==> src/hdl/afbta_pkg.sv <==
`timescale 1ns / 1ps
`default_nettype none
// ----------------------------------------------------------------------------
// afbta_pkg
// Shared types and codes for the anchor-free box target assigner.
// ----------------------------------------------------------------------------
package afbta_pkg;
	typedef enum logic [1:0] {
		OP_CLEAR  = 2'd0,
		OP_APPEND = 2'd1,
		OP_QUERY  = 2'd2,
		OP_NONE   = 2'd3
	} opcode_t;

	localparam int CFG_STRIDE    = 0;
	localparam int CFG_REACH_MIN = 1;
	localparam int CFG_REACH_MAX = 2;
	localparam int CFG_IDX_W     = 2;
	localparam int CFG_DATA_W    = 16;

	typedef struct packed {
		logic [1:0]  opcode;
		logic [15:0] box_left;
		logic [15:0] box_top;
		logic [15:0] box_right;
		logic [15:0] box_bottom;
		logic [7:0]  box_class;
		logic [9:0]  cell_col;
		logic [9:0]  cell_row;
	} req_t;

	typedef struct packed {
		logic        is_positive;
		logic [15:0] dist_left;
		logic [15:0] dist_top;
		logic [15:0] dist_right;
		logic [15:0] dist_bottom;
		logic [15:0] centerness;
		logic [7:0]  class_out;
		logic [5:0]  box_slot;
		logic        status;
	} rsp_t;

	// Request into the centerness unit.
	typedef struct packed {
		logic        start;
		logic [31:0] a;
		logic [31:0] b;
	} ctr_cmd_t;

	typedef struct packed {
		logic        done;
		logic [15:0] value;
	} ctr_sts_t;
endpackage
`default_nettype wire

==> src/hdl/afbta_ctr.sv <==
`timescale 1ns / 1ps
`default_nettype none
// ----------------------------------------------------------------------------
// afbta_ctr
// Centerness: floor(sqrt(floor(10A*2^32/(10B+256)))), one bit per cycle.
// ----------------------------------------------------------------------------
module afbta_ctr import afbta_pkg::*; (
	input  wire logic     clk,
	input  wire logic     arst_n,
	input  wire ctr_cmd_t cmd,
	output ctr_sts_t      sts
);
	typedef enum logic [1:0] {S_IDLE, S_PREP, S_DIV, S_SQRT} state_t;
	state_t      state_q;
	logic [5:0]  cnt_q;
	logic [36:0] den_q;
	logic [36:0] rem_q;
	logic [31:0] quo_q;
	logic [15:0] root_q;
	logic [31:0] a_q;
	logic [31:0] b_q;
	logic [37:0] rem_sh;
	logic [15:0] trial;
	logic [31:0] trial_sq;

	assign rem_sh   = {rem_q, 1'b0};
	assign trial    = root_q | (16'd1 << cnt_q[3:0]);
	assign trial_sq = trial * trial;

	always_ff @(posedge clk or negedge arst_n) begin
		if (!arst_n) begin
			state_q <= S_IDLE;
			sts     <= '0;
			cnt_q   <= '0;
		end else begin
			sts.done <= (state_q == S_SQRT) && (cnt_q == 6'd0);
			case (state_q)
				S_IDLE: begin
					if (cmd.start) begin
						a_q     <= cmd.a;
						b_q     <= cmd.b;
						state_q <= S_PREP;
					end
				end
				S_PREP: begin
					rem_q   <= ({5'd0, a_q} << 3) + ({5'd0, a_q} << 1);
					den_q   <= ({5'd0, b_q} << 3) + ({5'd0, b_q} << 1) + 37'd256;
					quo_q   <= '0;
					cnt_q   <= 6'd0;
					state_q <= S_DIV;
				end
				S_DIV: begin
					if (rem_sh >= {1'b0, den_q}) begin
						rem_q <= 37'(rem_sh - {1'b0, den_q});
						quo_q <= {quo_q[30:0], 1'b1};
					end else begin
						rem_q <= rem_sh[36:0];
						quo_q <= {quo_q[30:0], 1'b0};
					end
					if (cnt_q == 6'd31) begin
						cnt_q   <= 6'd15;
						root_q  <= '0;
						state_q <= S_SQRT;
					end else begin
						cnt_q <= cnt_q + 6'd1;
					end
				end
				S_SQRT: begin
					if (trial_sq <= quo_q) root_q <= trial;
					if (cnt_q == 6'd0) begin
						sts.value <= (trial_sq <= quo_q) ? trial : root_q;
						state_q   <= S_IDLE;
					end else begin
						cnt_q <= cnt_q - 6'd1;
					end
				end
				default: state_q <= S_IDLE;
			endcase
		end
	end
endmodule
`default_nettype wire

==> config.mk <==
export PLATFORM = sky130hd
export DESIGN_NAME = afbta_ctr
export DESIGN_NICKNAME = d
export VERILOG_FILES = /design/src/hdl/afbta_pkg.sv /design/src/hdl/afbta_ctr.sv
export SDC_FILE = /design/constraint.sdc
export NUM_CORES = 1
export LEC_CHECK = 0
export ABC_AREA = 1
export BUFFER_PORTS_ARGS = -buffer_cell sky130_fd_sc_hd__buf_2
export CORE_AREA = 2 2 195 197
export CTS_CLUSTER_DIAMETER = 200
export DETAILED_ROUTE_END_ITERATION = 12
export DIE_AREA = 0 0 197 199
export PLACE_DENSITY = 0.85
export SYNTH_ARGS = -nofsm -noshare
export SYNTH_HDL_FRONTEND = slang
export SYNTH_SLANG_ARGS = --single-unit
==> constraint.sdc <==
create_clock -name clk -period 10.15 [get_ports clk]
set_clock_uncertainty 0.2 [all_clocks]
set_input_delay 1.5225 -clock clk [delete_from_list [all_inputs] [get_ports clk]]
set_output_delay 1.5225 -clock clk [all_outputs]
set_load 0.01 [all_outputs]
==> impl_metrics.csv <==
group,metric,value,unit
run_status,run_status,"finished clean",
worst_setup_path,critical_path_arrival,9570,ps
worst_setup_path,rr_startpoint,"cnt_q[1]",
synth,synth_largest_type_area_fraction,0.231,
die,floorplan.rows,71,
place,dp_hpwl,49200,um
grt,wire_length_of_the_first_global_routing_pass,98800,um
cells_and_area,stdcell_area,0.0255,sq mm
cells_and_area,insertedDiodeCount,0,
synth,synth_async_sr_flop_share,0.120,
clock_tree,cts_root_buffer,"clkbuf_16",
routing,first_iter_violations,1296,
sta,setup_viol,0,
grt,globalRouteOverflowTotal,0,
grt,initial_antenna_violation_count,0,
worst_setup_path,cp_data_required_time,10220,ps
sta,max_clock_freq,105,MHz
place,postPlaceCellArea,0.0246,sq mm
synth,post_synth_mux_area_share,0.000473,
worst_setup_path,worst-path-buf-inv,11,
worst_hold_path,whs_endpoint,"sts[8]",
grt,grt_start_max_net_pins,72,
routing,routed_wirelength,60900,um
routing,post_drt_wl_per_cell,16.4,um
worst_setup_path,timing.critical_path.max_delay_family,"adder cells",
grt,all_layer_gr_usage,0.316,
synth,postSynthRegisterBits,208,
job,maxCapViolations,0,
worst_hold_path,holdPathStages,2,
sta,time_the_final_worst_path_needs_with_i_o_delays_and_setup,9500,ps
die,io_pins,84,
sta,slew_at_the_pin_with_the_worst_max_slew_slack,996,ps
cells_and_area,drive_above_1_share,0.0619,
synth,combinational_family_with_the_most_area_after_synthesis,"adder cells",
clock_tree,postCtsSetupRepairBufs,0,
routing,post_drt_via_cell_ratio,5.51,
synth,synth.cell_area,0.0238,sq mm
clock_tree,post_cts_resized,0,
clock_tree,clk_pin_slew,60,ps
synth,post_synthesis_mean_instance_area,7.59,sq um
sta,setup_total_negative_slack,0,ps
worst_setup_path,worst-setup-path-type,"register to register",
die,die-area,0.0392,sq mm
worst_setup_path,critical-path-slowest-cell,"a21oi_1",
worst_setup_path,cp.depth,39,
synth,synth-edff-count,183,
routing,drc,0,
synth,synth-xor-area-share,0.0302,
synth,yosys_most_used_dff,"edfxtp_1",
worst_setup_path,critical_path.max_stage_delay,630,ps
die,chipWidth,197,um
synth,synth.top_cells.by_area,"edfxtp_1 23%, fa_1 14%, ha_1 14%",
die,coreArea,0.0371,sq mm
clock_tree,cts_made_buffers,26,
worst_setup_path,start_kind,"register",
cells_and_area,layout.cells.most_common,"nand2_1",
sta,fin_crit_sh,0.936,
synth,synth.largest_area_cell,"edfxtp_1",
sta,finalMaxSlewViolations,0,
cells_and_area,syn_to_final_growth,7.04,%
sta,rsz0062_at_grt,"false",
sta,report.final.hold_viol_count,0,
worst_setup_path,rrSetupSlack,650,ps
worst_setup_path,reg2reg_to,"root_q[9]",
cells_and_area,nets,3709,
sta,maxSlewHeadroom,0.336,
worst_setup_path,worst_setup_path_end_kind,"register",
routing,ant_nets,0,
die,die_height,199,um
synth,number_of_warnings_issued_by_yosys,0,
clock_tree,postCtsHoldBufs,0,
clock_tree,clock_insertion_delay_worst_skew,540,ps
clock_tree,tritoncts,"done",
routing,drt-pass1-iter-count,5,
worst_setup_path,worst-path-max-fanout,20,
worst_setup_path,cell_mode_on_critical_path,"inv_1",
worst_setup_path,ff2ff_path_depth,39,
die,initial_utilization,0.641,
synth,post_synth_adder_cell_area,0.277,
cells_and_area,commonest_cells_after_routing_fill_and_taps_aside,"812 x nand2_1, 680 x inv_1, 262 x ha_1, 233 x nor2_1, 199 x nand3_1",
clock_tree,tritoncts_num_sinks,208,
routing,dr_total_vias,20407,
synth,yosysSeqAreaShare,0.257,
clock_tree,clockBufferDepth,3,
cells_and_area,filler_cell_count,3151,
place,place_congestion,0.950,
clock_tree,htree_num_levels,1,
synth,synth_cell_types,53,
synth,synthesis.instances,3137,
worst_hold_path,min-delay-path-class,"register to register",
synth,synth_simple_gate_area_frac,0.240,
synth,synth_compound_gate_area_share,0.0738,
place,place.port_buffers,83,
grt,number_of_global_route_vias_before_repair,20519,
synth,postSynthNetCount,3632,
worst_hold_path,hp-start,"sts[8]",
==> synth_stat cells, types with 5 or more instances <==
cell type,instances
inv_1,681
nor2_2,5
o21a_1,6
xnor2_1,30
dfrtp_1,25
clkbuf_1,16
ha_1,263
nand2_2,12
o21ai_2,9
buf_2,15
o21ai_1,19
a21o_1,10
o21ai_0,81
o21bai_1,16
nor2_1,234
edfxtp_1,183
nand3_1,199
nand2_1,812
a31oi_1,7
nor3_1,27
buf_6,10
xor2_1,52
or2_2,11
fa_1,165
a21oi_1,154
nand4_1,44
==> metal layers <==
layer | vias to the layer above | global-route usage | wire [um]
met4 | 0 | 0.145 | 2860
met1 | 9562 | 0.378 | 24200
met5 | - | 0 | 0
li1 | 10026 | - | -
met2 | 648 | 0.575 | 30900
met3 | 171 | 0.0305 | 3010
==> sequential cells by signal (all words and copies together), names as in the netlist <==
name     count
sts         17
b_q         32
root_q      16
a_q         32
state_q      2
rem_q       36
quo_q       32
cnt_q        6
den_q       35
==> final cells by class <==
class	count	area (sq um)	area share
inverters	686	2570	0.101
well taps	474	593	0.0233
flip-flops and latches	208	6120	0.240
multi-input cells	2195	14800	0.581
repair buffers	97	520	0.0204
clock inverters	11	73.8	0.00290
clock buffers	33	782	0.0307
==> worst max-delay path by stage <==
| stage | slack (ps) | start | to |
|---|---|---|---|
| 2_1_floorplan | 2400 | cnt_q[0] | root_q[2] |
| 3_3_place_gp | 1190 | cnt_q[1] | root_q[2] |
| 3_5_place_dp | 880 | cnt_q[1] | root_q[12] |
| 4_1_cts | 810 | cnt_q[1] | root_q[9] |
| 5_1_grt | 260 | cnt_q[1] | root_q[9] |
| 6_report | 650 | cnt_q[1] | root_q[9] |
==> cells by family after synthesis <==
group / Yosys count
flops: 208
mux: 1
fa+ha+maj: 428
simple gates: 1367
xor+xnor: 82
compound gates: 317
buf+inv: 734
==> worst register-to-register path: cells and delay by family (launching register included) <==
kind	cells	cell delay [ps]
compound gates	1	630
xor+xnor	1	120
fa+ha+maj	9	3990
buf+inv	11	1210
flops	1	400
simple gates	17	2690
==> stage by stage <==
stage	instances	setup WS [ps]	util	hold WS, ps
6_report	3704	648	0.686	277
4_1_cts	3704	814	0.686	283
5_1_grt	3704	256	0.686	299
2_1_floorplan	3137	2400	-	233
3_3_place_gp	3660	1190	0.663	263
3_5_place_dp	3660	880	0.663	265
Power is left out: the tool's default activity adds up to more than one toggle a clock period on the data nets, which glitch-free logic cannot reach.
